**src/sv/mbba_pkg.sv**
```systemverilog
`timescale 1ns / 1ps
`default_nettype none
// ----------------------------------------------------------------------------
// mbba_pkg
// Shared widths, state encoding and controller/datapath interface types for
// the multi-block bump allocator.
// ----------------------------------------------------------------------------
package mbba_pkg;

   // block table
   localparam int MAX_BLOCKS = 16;
   localparam int IDX_W      = (MAX_BLOCKS > 1) ? $clog2(MAX_BLOCKS) : 1;
   localparam int CNT_W      = $clog2(MAX_BLOCKS + 1);

   // field widths
   localparam int BYTES_W = 24;
   localparam int ALIGN_W = 13;
   localparam int OFF_W   = 26;
   localparam int MIN_W   = 25;
   localparam int TALLY_W = 40;

   // smallest capacity of a new block, whatever the register holds
   localparam logic [MIN_W-1:0] FLOOR_BLOCK_BYTES = MIN_W'(1024);
   localparam logic [MIN_W-1:0] MIN_BLOCK_RESET   = MIN_W'(4096);

   // configuration port
   localparam int CSR_ADDR_W = 3;
   localparam int CSR_DATA_W = 32;
   localparam logic [0:0] CSR_IDX_MIN_BLOCK = 1'b0;

   // operation codes
   localparam logic FUNC_ALLOC = 1'b0;
   localparam logic FUNC_RESET = 1'b1;

   typedef enum logic [1:0] {
      ST_IDLE,
      ST_SCAN,
      ST_DECIDE,
      ST_DONE
   } state_type;

   // controller to datapath
   typedef struct packed {
      logic load;         // latch the request, start scan at current block
      logic clear_all;    // reset request: empty every block
      logic step;         // move scan to the next block
      logic commit_hit;   // place item in the block under scan
      logic commit_new;   // open a new block for the item
      logic commit_fail;  // table full, nothing fits
   } cmd_type;

   // datapath to controller
   typedef struct packed {
      logic req_is_reset;
      logic fit;
      logic scan_done;
      logic table_full;
   } status_type;

endpackage
`default_nettype wire

```
**src/sv/mbba_ctrl.sv**
```systemverilog
`timescale 1ns / 1ps
`default_nettype none
// ----------------------------------------------------------------------------
// mbba_ctrl
// Sequencer: accepts an item, walks the block table one block per cycle,
// then commits a hit, a new block or a failure and holds the result.
// ----------------------------------------------------------------------------
module mbba_ctrl (
   input  wire                 clock,
   input  wire                 reset,
   input  wire                 req_valid,
   output logic                req_ready,
   output logic                rsp_valid,
   input  wire                 rsp_ready,
   input  wire mbba_pkg::status_type status,
   output mbba_pkg::cmd_type   cmd
);

   mbba_pkg::state_type state_ff, state_in;

   // state register
   always_ff @(posedge clock) begin
      if (reset) begin
         state_ff <= mbba_pkg::ST_IDLE;
      end else begin
         state_ff <= state_in;
      end
   end

   // next state and commands
   always_comb begin
      state_in  = state_ff;
      cmd       = '0;
      req_ready = 1'b0;
      rsp_valid = 1'b0;
      case (state_ff)
         mbba_pkg::ST_IDLE: begin
            req_ready = 1'b1;
            if (req_valid) begin
               cmd.load = 1'b1;
               if (status.req_is_reset) begin
                  cmd.clear_all = 1'b1;
                  state_in      = mbba_pkg::ST_DONE;
               end else begin
                  state_in = mbba_pkg::ST_SCAN;
               end
            end
         end
         mbba_pkg::ST_SCAN: begin
            if (status.scan_done) begin
               state_in = mbba_pkg::ST_DECIDE;
            end else if (status.fit) begin
               cmd.commit_hit = 1'b1;
               state_in       = mbba_pkg::ST_DONE;
            end else begin
               cmd.step = 1'b1;
            end
         end
         mbba_pkg::ST_DECIDE: begin
            if (status.table_full) begin
               cmd.commit_fail = 1'b1;
            end else begin
               cmd.commit_new = 1'b1;
            end
            state_in = mbba_pkg::ST_DONE;
         end
         mbba_pkg::ST_DONE: begin
            rsp_valid = 1'b1;
            if (rsp_ready) begin
               state_in = mbba_pkg::ST_IDLE;
            end
         end
         default: begin
            state_in = mbba_pkg::ST_IDLE;
         end
      endcase
   end

endmodule
`default_nettype wire

```
**src/sv/mbba_dp.sv**
```systemverilog
`timescale 1ns / 1ps
`default_nettype none
// ----------------------------------------------------------------------------
// mbba_dp
// Block table, scan pointer, fit check, new block sizing, live tally,
// minimum block register and the result registers.
// ----------------------------------------------------------------------------
module mbba_dp (
   input  wire                                  clock,
   input  wire                                  reset,
   // configuration
   input  wire                                  min_wr,
   input  wire  [mbba_pkg::MIN_W-1:0]           min_wdata,
   output logic [mbba_pkg::MIN_W-1:0]           min_block_bytes,
   // request fields
   input  wire                                  req_func,
   input  wire  [mbba_pkg::BYTES_W-1:0]         req_req_bytes,
   input  wire  [mbba_pkg::ALIGN_W-1:0]         req_align,
   // control
   input  wire mbba_pkg::cmd_type               cmd,
   output mbba_pkg::status_type                 status,
   // result fields
   output logic [3:0]                           rsp_block_index,
   output logic [mbba_pkg::OFF_W-1:0]           rsp_offset,
   output logic                                 rsp_new_block,
   output logic [mbba_pkg::OFF_W-1:0]           rsp_new_block_bytes,
   output logic                                 rsp_fail,
   output logic [mbba_pkg::TALLY_W-1:0]         rsp_live_total
);

   localparam int NB     = mbba_pkg::MAX_BLOCKS;
   localparam int IW     = mbba_pkg::IDX_W;
   localparam int CW     = mbba_pkg::CNT_W;
   localparam int BW     = mbba_pkg::BYTES_W;
   localparam int AW     = mbba_pkg::ALIGN_W;
   localparam int OW     = mbba_pkg::OFF_W;
   localparam int MW     = mbba_pkg::MIN_W;
   localparam int TW     = mbba_pkg::TALLY_W;

   // block table and bookkeeping
   logic [OW-1:0] fill_ff [NB];
   logic [OW-1:0] cap_ff  [NB];
   logic [CW-1:0] count_ff;
   logic [IW-1:0] current_ff;
   logic [TW-1:0] tally_ff;
   logic [MW-1:0] min_ff;

   // latched request and scan pointer
   logic [BW-1:0] bytes_ff;
   logic [AW-1:0] align_ff;
   logic [IW-1:0] scan_k_ff;
   logic [CW-1:0] scan_n_ff;

   // result registers
   logic [3:0]    idx_ff;
   logic [OW-1:0] off_ff;
   logic          nb_ff;
   logic [OW-1:0] nbb_ff;
   logic          fail_ff;
   logic [TW-1:0] live_ff;

   logic [BW-1:0] bytes_eff;
   logic [OW-1:0] fill_k;
   logic [OW-1:0] cap_k;
   logic [AW-1:0] mask;
   logic [OW:0]   al_sum;
   logic [OW:0]   al;
   logic [OW+1:0] need;
   logic          fit;
   logic [IW-1:0] scan_k_next;
   logic [MW-1:0] base;
   logic [MW-1:0] need_new;
   logic [OW-1:0] new_cap;
   logic [TW:0]   tally_sum;
   logic [TW-1:0] tally_next;
   logic [IW-1:0] new_idx;

   // zero bytes count as one
   assign bytes_eff = (req_req_bytes == '0) ? BW'(1) : req_req_bytes;

   // fit check on the block under scan: round fill up, add bytes, compare
   assign fill_k = fill_ff[scan_k_ff];
   assign cap_k  = cap_ff[scan_k_ff];
   assign mask   = align_ff - AW'(1);
   assign al_sum = {1'b0, fill_k} + (OW + 1)'(mask);
   assign al     = (align_ff == '0) ? {1'b0, fill_k} : (al_sum & ~((OW + 1)'(mask)));
   assign need   = {1'b0, al} + (OW + 2)'(bytes_ff);
   assign fit    = need <= (OW + 2)'(cap_k);

   // round-robin wrap over the open blocks
   assign scan_k_next = ({1'b0, scan_k_ff} == CW'(count_ff - CW'(1))) ? '0
                                                                       : scan_k_ff + IW'(1);

   // capacity of a new block
   assign base     = (min_ff < mbba_pkg::FLOOR_BLOCK_BYTES) ? mbba_pkg::FLOOR_BLOCK_BYTES
                                                             : min_ff;
   assign need_new = MW'(bytes_ff) + MW'(align_ff);
   assign new_cap  = (base > need_new) ? OW'(base) : OW'(need_new);
   assign new_idx  = count_ff[IW-1:0];

   // saturating live tally
   assign tally_sum  = {1'b0, tally_ff} + (TW + 1)'(bytes_ff);
   assign tally_next = tally_sum[TW] ? {TW{1'b1}} : tally_sum[TW-1:0];

   assign status.req_is_reset = (req_func == mbba_pkg::FUNC_RESET);
   assign status.fit          = fit;
   assign status.scan_done    = (scan_n_ff == count_ff);
   assign status.table_full   = (count_ff == CW'(NB));

   // minimum block size register
   always_ff @(posedge clock) begin
      if (reset) begin
         min_ff <= mbba_pkg::MIN_BLOCK_RESET;
      end else if (min_wr) begin
         min_ff <= min_wdata;
      end
   end

   // allocator state
   always_ff @(posedge clock) begin
      if (reset) begin
         count_ff   <= '0;
         current_ff <= '0;
         tally_ff   <= '0;
         for (int i = 0; i < NB; i++) begin
            fill_ff[i] <= '0;
         end
      end else if (cmd.clear_all) begin
         current_ff <= '0;
         tally_ff   <= '0;
         for (int i = 0; i < NB; i++) begin
            fill_ff[i] <= '0;
         end
      end else if (cmd.commit_hit) begin
         current_ff          <= scan_k_ff;
         fill_ff[scan_k_ff]  <= need[OW-1:0];
         tally_ff            <= tally_next;
      end else if (cmd.commit_new) begin
         count_ff           <= count_ff + CW'(1);
         current_ff         <= new_idx;
         fill_ff[new_idx]   <= OW'(bytes_ff);
         tally_ff           <= tally_next;
      end
   end

   // capacities: written only when a block opens
   always_ff @(posedge clock) begin
      if (cmd.commit_new) begin
         cap_ff[new_idx] <= new_cap;
      end
   end

   // request latch and scan pointer
   always_ff @(posedge clock) begin
      if (cmd.load) begin
         bytes_ff  <= bytes_eff;
         align_ff  <= req_align;
         scan_k_ff <= current_ff;
         scan_n_ff <= '0;
      end else if (cmd.step) begin
         scan_k_ff <= scan_k_next;
         scan_n_ff <= scan_n_ff + CW'(1);
      end
   end

   // result registers
   always_ff @(posedge clock) begin
      if (cmd.clear_all) begin
         idx_ff  <= '0;
         off_ff  <= '0;
         nb_ff   <= 1'b0;
         nbb_ff  <= '0;
         fail_ff <= 1'b0;
         live_ff <= '0;
      end else if (cmd.commit_hit) begin
         idx_ff  <= 4'(scan_k_ff);
         off_ff  <= al[OW-1:0];
         nb_ff   <= 1'b0;
         nbb_ff  <= '0;
         fail_ff <= 1'b0;
         live_ff <= tally_next;
      end else if (cmd.commit_new) begin
         idx_ff  <= 4'(new_idx);
         off_ff  <= '0;
         nb_ff   <= 1'b1;
         nbb_ff  <= new_cap;
         fail_ff <= 1'b0;
         live_ff <= tally_next;
      end else if (cmd.commit_fail) begin
         idx_ff  <= '0;
         off_ff  <= '0;
         nb_ff   <= 1'b0;
         nbb_ff  <= '0;
         fail_ff <= 1'b1;
         live_ff <= tally_ff;
      end
   end

   assign min_block_bytes     = min_ff;
   assign rsp_block_index     = idx_ff;
   assign rsp_offset          = off_ff;
   assign rsp_new_block       = nb_ff;
   assign rsp_new_block_bytes = nbb_ff;
   assign rsp_fail            = fail_ff;
   assign rsp_live_total      = live_ff;

endmodule
`default_nettype wire

```
**src/sv/multi_block_bump_allocator.sv**
```systemverilog
`timescale 1ns / 1ps
`default_nettype none
// ----------------------------------------------------------------------------
// multi_block_bump_allocator
// Arena bump allocator over a table of up to 16 blocks.
// ----------------------------------------------------------------------------
// Usage:
//   Requests arrive on the req_ channel (valid/ready): req_func selects
//   allocate or reset-all, req_req_bytes and req_align give size and
//   alignment. One result item per request leaves on the rsp_ channel.
//   The minimum capacity of a new block is set through the csr_ port
//   (register 0 at byte address 0); write it only while the block is idle.
// Sequence:
//   A reset request goes straight to the result state. An allocate checks
//   one open block per cycle round-robin from the current block and commits
//   as soon as one fits; a miss over every open block ends the scan, then a
//   decide state commits a new block or a failure. One item in flight;
//   req_ready returns the cycle after the result is taken.
// Reset:
//   Synchronous reset empties the table, clears the live tally and loads
//   4096 into the minimum block register.
// Stalls:
//   The result is held in registers until rsp_ready; no new item is taken
//   meanwhile.
// ----------------------------------------------------------------------------
module multi_block_bump_allocator (
   input  wire                                  clock,
   input  wire                                  reset,
   // request channel
   input  wire                                  req_valid,
   output logic                                 req_ready,
   input  wire                                  req_func,
   input  wire  [mbba_pkg::BYTES_W-1:0]         req_req_bytes,
   input  wire  [mbba_pkg::ALIGN_W-1:0]         req_align,
   // result channel
   output logic                                 rsp_valid,
   input  wire                                  rsp_ready,
   output logic [3:0]                           rsp_block_index,
   output logic [mbba_pkg::OFF_W-1:0]           rsp_offset,
   output logic                                 rsp_new_block,
   output logic [mbba_pkg::OFF_W-1:0]           rsp_new_block_bytes,
   output logic                                 rsp_fail,
   output logic [mbba_pkg::TALLY_W-1:0]         rsp_live_total,
   // configuration port
   input  wire                                  csr_psel,
   input  wire                                  csr_penable,
   input  wire                                  csr_pwrite,
   input  wire  [mbba_pkg::CSR_ADDR_W-1:0]      csr_paddr,
   input  wire  [mbba_pkg::CSR_DATA_W-1:0]      csr_pwdata,
   output logic [mbba_pkg::CSR_DATA_W-1:0]      csr_prdata,
   output logic                                 csr_pready
);

   mbba_pkg::cmd_type           cmd;
   mbba_pkg::status_type        status;
   logic                        min_wr;
   logic                        csr_hit_min;
   logic [mbba_pkg::MIN_W-1:0]  min_block_bytes;

   // register decode: one word register at address 0
   assign csr_pready  = 1'b1;
   assign csr_hit_min = (csr_paddr[2] == mbba_pkg::CSR_IDX_MIN_BLOCK);
   assign min_wr      = csr_psel & csr_penable & csr_pwrite & csr_pready & csr_hit_min;
   assign csr_prdata  = csr_hit_min ? mbba_pkg::CSR_DATA_W'(min_block_bytes) : '0;

   mbba_ctrl u_ctrl (
      .clock     (clock),
      .reset     (reset),
      .req_valid (req_valid),
      .req_ready (req_ready),
      .rsp_valid (rsp_valid),
      .rsp_ready (rsp_ready),
      .status    (status),
      .cmd       (cmd)
   );

   mbba_dp u_dp (
      .clock               (clock),
      .reset               (reset),
      .min_wr              (min_wr),
      .min_wdata           (csr_pwdata[mbba_pkg::MIN_W-1:0]),
      .min_block_bytes     (min_block_bytes),
      .req_func            (req_func),
      .req_req_bytes       (req_req_bytes),
      .req_align           (req_align),
      .cmd                 (cmd),
      .status              (status),
      .rsp_block_index     (rsp_block_index),
      .rsp_offset          (rsp_offset),
      .rsp_new_block       (rsp_new_block),
      .rsp_new_block_bytes (rsp_new_block_bytes),
      .rsp_fail            (rsp_fail),
      .rsp_live_total      (rsp_live_total)
   );

endmodule
`default_nettype wire

```
**config.mk**
```make
export PLATFORM = sky130hd
export DESIGN_NAME = multi_block_bump_allocator
export DESIGN_NICKNAME = d
export VERILOG_FILES = /design/src/sv/mbba_pkg.sv /design/src/sv/mbba_ctrl.sv /design/src/sv/mbba_dp.sv /design/src/sv/multi_block_bump_allocator.sv
export SDC_FILE = /design/constraint.sdc
export NUM_CORES = 2
export LEC_CHECK = 0
export BUFFER_PORTS_ARGS = -buffer_cell sky130_fd_sc_hd__buf_4
export CAP_MARGIN = 0
export CORE_ASPECT_RATIO = 1.5
export CORE_UTILIZATION = 55
export CTS_BUF_LIST = sky130_fd_sc_hd__clkbuf_8
export DETAILED_ROUTE_END_ITERATION = 8
export GPL_TIMING_DRIVEN = 1
export PLACE_DENSITY = 0.72
export SLEW_MARGIN = 20
export SYNTH_ARGS = -nofsm -noshare
export SYNTH_HDL_FRONTEND = slang
export SYNTH_SLANG_ARGS = --single-unit
```
**constraint.sdc**
```tcl
create_clock -name clock -period 18.4 [get_ports clock]
set_input_delay 1.84 -clock clock [delete_from_list [all_inputs] [get_ports clock]]
set_output_delay 1.84 -clock clock [all_outputs]
set_load 0.1 [all_outputs]
```
# == Word level (Yosys, flattened, before mapping) ==
# Memory sizes are Yosys's and may differ from the RTL's. A register that Yosys moved wholly into a read port is not among the register bits.
# Index checks and enable logic that the tools add are counted.
# classes
n_reduce_logical,14
eq_ne,9
n_bitwise,24
n_mux,81
magnitude_cmp,3
addsub,9
# op_table
op,n
2-to-1 mux 26 bit,22
2-to-1 mux 40 bit,6
2-to-1 mux 25 bit,3
OR reduction 26 bit,2
2-to-1 mux 4 bit,12
adder 40 x 24 -> 41 bit,1
adder 27 x 24 -> 28 bit,1
less-or-equal comparator 28 x 26 -> 1 bit,1
adder 26 x 13 -> 27 bit,1
AND 27 bit,1
2-to-1 mux 27 bit,1
inverter 13 -> 27 bit,1
2-to-1 mux 1 bit,26
adder 24 x 13 -> 25 bit,1
> comparator 25 bit,1
"< comparator 25 x 11 -> 1 bit, second input constant",1
zero test 24 bit,1
2-to-1 mux 2 bit,10
bitwise OR 1 bit,16
zero test 13 bit,1
"subtractor 13 x 1 -> 13 bit, second input constant",1
"adder 5 x 1 -> 5 bit, second input constant",2
one-hot mux 2 bit (4 select lines),1
AND reduction 3 bit,2
other kinds (16),25
# word_totals
ramBits,816
register_bits,220
memories,2
output_inout_bits,133
# memory_table
name,depth,word_bits,read_ports,rd_clocked_by_memory_dff,write_ports,line,source
u_dp.fill_ff,16,26,1,1,16,mbba_dp.sv:41,logic [OW-1:0] fill_ff [NB];
u_dp.cap_ff,16,25,1,1,1,mbba_dp.sv:42,logic [OW-1:0] cap_ff [NB];

# == Depth between registers and ports, before layout ==
# depth
word_depth,16
ltp_mapped,40
mapped_depth_nobuf,35

# == By module ==
# From an unflattened synthesis, not the netlist that was laid out.
# hier_totals
hier_cells,3490
hier_area_um2,48434.0
# by_module_without_submodules
module,instances,cells_per_inst,seq_area_each_um2,area_per_inst_um2
mbba_dp,1,3427,29338.1,47944.7
multi_block_bump_allocator,1,38,0.0,250.2
mbba_ctrl,1,25,40.0,239.0

# == Worst setup path before layout ==
# Ideal clock, no wire load.
# synth_timing
path_type,register to register
from,reg (tool-made name)
to,"mem u_dp.fill_ff[9][0] (netlist bit), enable pin"
arrival_ns,9.941
setup_time_ns,0.383
slack_ns,8.076
stages_incl_launch_ff,40
synth_period_minus_slack_ns,10.324
path_cell_list,dfxtp_1 > buf_4 > buf_6 > buf_6 > buf_4 > buf_1 > buf_1 > mux4_2 > mux4_2 > ha_1 > a21o_1 > or3_1 > o221a_2 > a31oi_2 > o21ai_0 > xnor2_1 > nor3_1 > a21o_1 > [4 not listed] > o32ai_1 > o21ai_0 > a21o_1 > a21oi_1 > xnor2_1 > ha_1 > a21o_1 > a21o_1 > a211oi_1 > a211o_1 > a41oi_1 > nor3_1 > a211o_2 > buf_4 > mux2i_1 > nand3_2 > buf_2 > nand2_1
# synth_rtl
item,line
"end, declared",mbba_dp.sv:41

==> tab_implementation.tex <==
\begin{tabular}{lr}
\hline
Metric & Value \\
\hline
\multicolumn{2}{l}{\textbf{Outcome}} \\
\quad Run status & completed \\
\multicolumn{2}{l}{\textbf{Floorplanning}} \\
\quad Width of the chip & 244 um \\
\quad \# IOs & $\sim$210 \\
\quad \# rows & 132 \\
\quad Total Die Area & 0.0892 mm2 \\
\quad Initial Utilization & 0.558 \\
\quad Chip Height & 365 um \\
\quad Area of the core region & slightly below 0.09 mm2 \\
\multicolumn{2}{l}{\textbf{Global routing}} \\
\quad Largest net degree at the start of global routing & 101 \\
\quad Met3 GRT Util & 0.0542 \\
\quad GRT Residual Overflow & 0 \\
\quad Global Route met1 Usage & 0.369 \\
\quad Most Used Layer, Global Route & met2 \\
\quad Number of global-route vias before repair & 31672 \\
\quad Wire length of the first global-routing pass & 201000 um \\
\quad Number of antenna violations at the first check in global routing & 1 \\
\quad All-layer global routing usage & 0.314 \\
\quad GR Util met2 & 0.537 \\
\multicolumn{2}{l}{\textbf{Logic synthesis}} \\
\quad Synth Register Bits & 1039 \\
\quad Netlist area before placement & roughly 0.048 mm2 \\
\quad Count of distinct cell types in the synthesized netlist & 94 \\
\quad Sequential cell area fraction in the yosys report & 0.607 \\
\quad Leading post-synthesis cells by instance count & edfxtp\_1, nor2\_1, mux4\_2 \\
\quad Cell types occupying the most area after synthesis & edfxtp\_1, mux4\_2, dfxtp\_1 \\
\quad Share of synthesized flip-flops with an asynchronous set or reset & 0 \\
\quad Most used standard cell by instance count after synthesis & edfxtp\_1 \\
\quad Top cell type's share of synthesized area & 0.532 \\
\quad Post-synthesis cell count & between 3000 and 4000 \\
\quad Mean cell area of the mapped netlist & $\sim$14 um2 \\
\quad Number of flops mapped to enable cells by yosys & 857 \\
\quad Yosys warning count & 0 \\
\quad Top FF cell, synth & edfxtp\_1 \\
\quad Cell type with the largest total area after synthesis & edfxtp\_1 \\
\multicolumn{2}{l}{\textbf{Setup path}} \\
\quad Setup CP Type & reg2reg \\
\quad Crit-path max FO & 41 \\
\quad Kind of end point of the critical path & flop \\
\quad Largest stage delay, worst path & approximately 0.94 ns \\
\quad Required time of the worst setup path & 18.94 ns \\
\quad Critical Path Start Type & flop \\
\quad Crit-path slowest cell & nand2\_1 \\
\quad Endpoint arrival time on the critical path & 13.64 ns \\
\multicolumn{2}{l}{\textbf{Timing}} \\
\quad Transition time at the pin with the least slew margin & 1.15 ns \\
\quad Final worst-path cycle share & 0.712 \\
\quad Aggregate negative setup slack & 0 ns \\
\quad Skew final & 0.0516 ns \\
\quad Worst slew margin & 0.215 \\
\quad Number of max-slew violations in the final report & 0 \\
\quad Fin crit period & around 13 ns \\
\quad RSZ-0062 raised after global routing & no \\
\quad Final Hold Fails & 0 \\
\quad Max Clk Rate & 76.3 MHz \\
\quad Final-layout worst hold slack & about 0.46 ns \\
\quad Number of endpoints failing setup at the final stage & 0 \\
\multicolumn{2}{l}{\textbf{CTS}} \\
\quad Clock input transition at the sequential cells of the worst setup and hold paths & around 0.060 ns \\
\quad Clock Path Buffers & 3 \\
\quad Count of cells resized by post-cts repair & 0 \\
\quad Clock root buffer master & clkbuf\_8 \\
\quad Clock Sinks & 1039 \\
\quad Clock tree from TritonCTS & done \\
\quad Buffers inserted by post-CTS timing repair & 0 \\
\quad Number of buffers created by CTS & 153 \\
\quad Clock network latency to the later pin of the worst-skew pair & 0.89 ns \\
\quad Maximum level of the CTS H-tree & 4 \\
\quad Number of buffers added to fix hold violations after cts & 0 \\
\multicolumn{2}{l}{\textbf{Detailed routing}} \\
\quad Number of search-and-repair iterations in the first detailed-routing pass & 6 \\
\quad Overall via count from detail\_route & 31727 \\
\quad Average wire per standard cell & 27.5 um \\
\quad Via-to-Cell Ratio & about 6.3 \\
\quad Residual DRC count & 0 \\
\quad Detailed Route WL & 138000 um \\
\quad Number of design-rule violations left by the first detailed-router iteration & 3318 \\
\quad Antenna Nets Post-Route & 0 \\
\multicolumn{2}{l}{\textbf{Power and ir drop}} \\
\quad Internal Pwr Total & 5.88 mW \\
\quad Clock power share & 0.172 \\
\quad Maximum VDD drop & 0.155 mV \\
\quad Pleak & roughly 20 nW \\
\quad Fraction of power consumed by combinational cells & 0.521 \\
\quad Sequential share of power & 0.307 \\
\quad Net switching power of the design & 4.90 mW \\
\quad Fraction of power spent switching nets & 0.455 \\
\quad Power per unit of standard cell area & around 200 mW/mm2 \\
\multicolumn{2}{l}{\textbf{Placed design}} \\
\quad DP Wirelength & 88900 um \\
\quad Final weighted congestion in routability-driven placement & approximately 0.88 \\
\quad Port buffer count & a little under 200 \\
\quad Cell count after placement & 4746 \\
\multicolumn{2}{l}{\textbf{Final layout}} \\
\quad Fraction of final layout cells sized beyond drive strength 1 & 0.213 \\
\quad Final standard cell count with taps included and fillers excluded & 5027 \\
\quad Utilization after layout & 0.623 \\
\quad Area growth, synth to finish & 11.6\% \\
\quad Final Net Count & 3981 \\
\multicolumn{2}{l}{\textbf{Hold path}} \\
\quad Type of the tightest min-delay check & reg2reg \\
\multicolumn{2}{l}{\textbf{Run}} \\
\quad Max-cap violation count & 0 \\
\hline
\end{tabular}
==> through the flow <==
step                setup slack, ns  total power, mW  instance area (um2)
finish                         5.29             10.8                54000
CTS                            5.43             10.7                54000
floorplan                      8.08             7.30                48500
global route                   4.68             11.3                54000
detailed placement             5.44             8.88                50900
global placement               5.64             8.79                50900
==> power groups by stage <==
| stage | Clock (mW) | Combinational (mW) | Sequential (mW) |
|---|---|---|---|
| 6_report | 1.85 | 5.62 | 3.31 |
| 5_1_grt | 1.96 | 6.01 | 3.33 |
| 4_1_cts | 1.87 | 5.55 | 3.31 |
| 3_5_place_dp | 0 | 5.53 | 3.35 |
| 3_3_place_gp | 0 | 5.45 | 3.34 |
| 2_1_floorplan | 0 | 3.67 | 3.62 |
==> cell type report <==
| class | count | area, um2 |
|---|---|---|
| antenna | 2 | 5.00 |
| clock buffer | 168 | 2310 |
| inverter | 88 | 330 |
| fill | 6564 | 32700 |
| timing repair buffer | 286 | 2160 |
| multi-input combinational | 2194 | 17700 |
| sequential | 1039 | 29400 |
| tap | 1139 | 1430 |
| clock inverter | 111 | 703 |
==> worst max-delay path, delay by kind of cell, from the launching register on <==
| kind | cells | cell delay, ns |
|---|---|---|
| muxes | 3 | 1.56 |
| xor gates and xnor gates | 2 | 0.69 |
| AOI/OAI and AO/OA | 16 | 4.18 |
| adders and majority gates | 3 | 1.11 |
| and+or+nand+nor | 4 | 2.44 |
| buffers and inverters | 3 | 1.77 |
| DFF | 1 | 0.83 |
==> path summary, 6_finish.rpt <==
kind                                        startpoint  depth (start not counted)  slack, ns                                    to
hold reg to reg   u_dp.rsp_live_total[38]$_SDFFE_PP0P_                          2       0.46  u_dp.rsp_live_total[38]$_SDFFE_PP0P_
setup / recovery                                  flop                         31       5.29      u_dp.fill_ff[7][1]$_SDFFCE_PN0P_
hold / removal    u_dp.rsp_live_total[38]$_SDFFE_PP0P_                          2       0.46  u_dp.rsp_live_total[38]$_SDFFE_PP0P_
setup reg to reg                                  flop                         31       5.29      u_dp.fill_ff[7][1]$_SDFFCE_PN0P_
==> kinds of logic after synthesis <==
kind of cell | Yosys count | synth area share
AND/OR/NAND/NOR | 1066 | 0.101
flip-flops | 1039 | 0.607
AO/OA/AOI/OAI | 546 | 0.0756
buffers and inverters | 348 | 0.0311
multiplexers | 307 | 0.128
adder cells (fa/ha/maj) | 139 | 0.0366
XOR/XNOR | 111 | 0.0203
other | 2 | 0.000155
==> cell usage in the layout (no fill, tap or decap), types with 135 or more instances in the layout <==
master    count
a21oi_1     164
buf_4       285
clkbuf_8    168
dfxtp_1     178
edfxtp_1    857
ha_1        135
inv_1       137
mux4_2      243
nand2_1     180
nor2_1      559
==> flip-flops by register name, summed over array words and instances (netlist names), 5 cells and up, named ones only <==
register / count
u_dp.align_ff: 13
u_dp.bytes_ff: 24
u_dp.cap_ff: 400
u_dp.count_ff: 5
u_dp.fill_ff: 416
u_dp.min_block_bytes: 25
u_dp.rsp_live_total: 40
u_dp.rsp_new_block_bytes: 25
u_dp.rsp_offset: 26
u_dp.scan_n_ff: 5
u_dp.tally_ff: 40
==> layer usage <==
layer,part of all wire,up-vias
met1,0.35,15847
met2,0.50,1685
met4,0.063,2
li1,-,13800
met3,0.086,393
met5,0.00020,-
(Power assumes the default switching activity.)
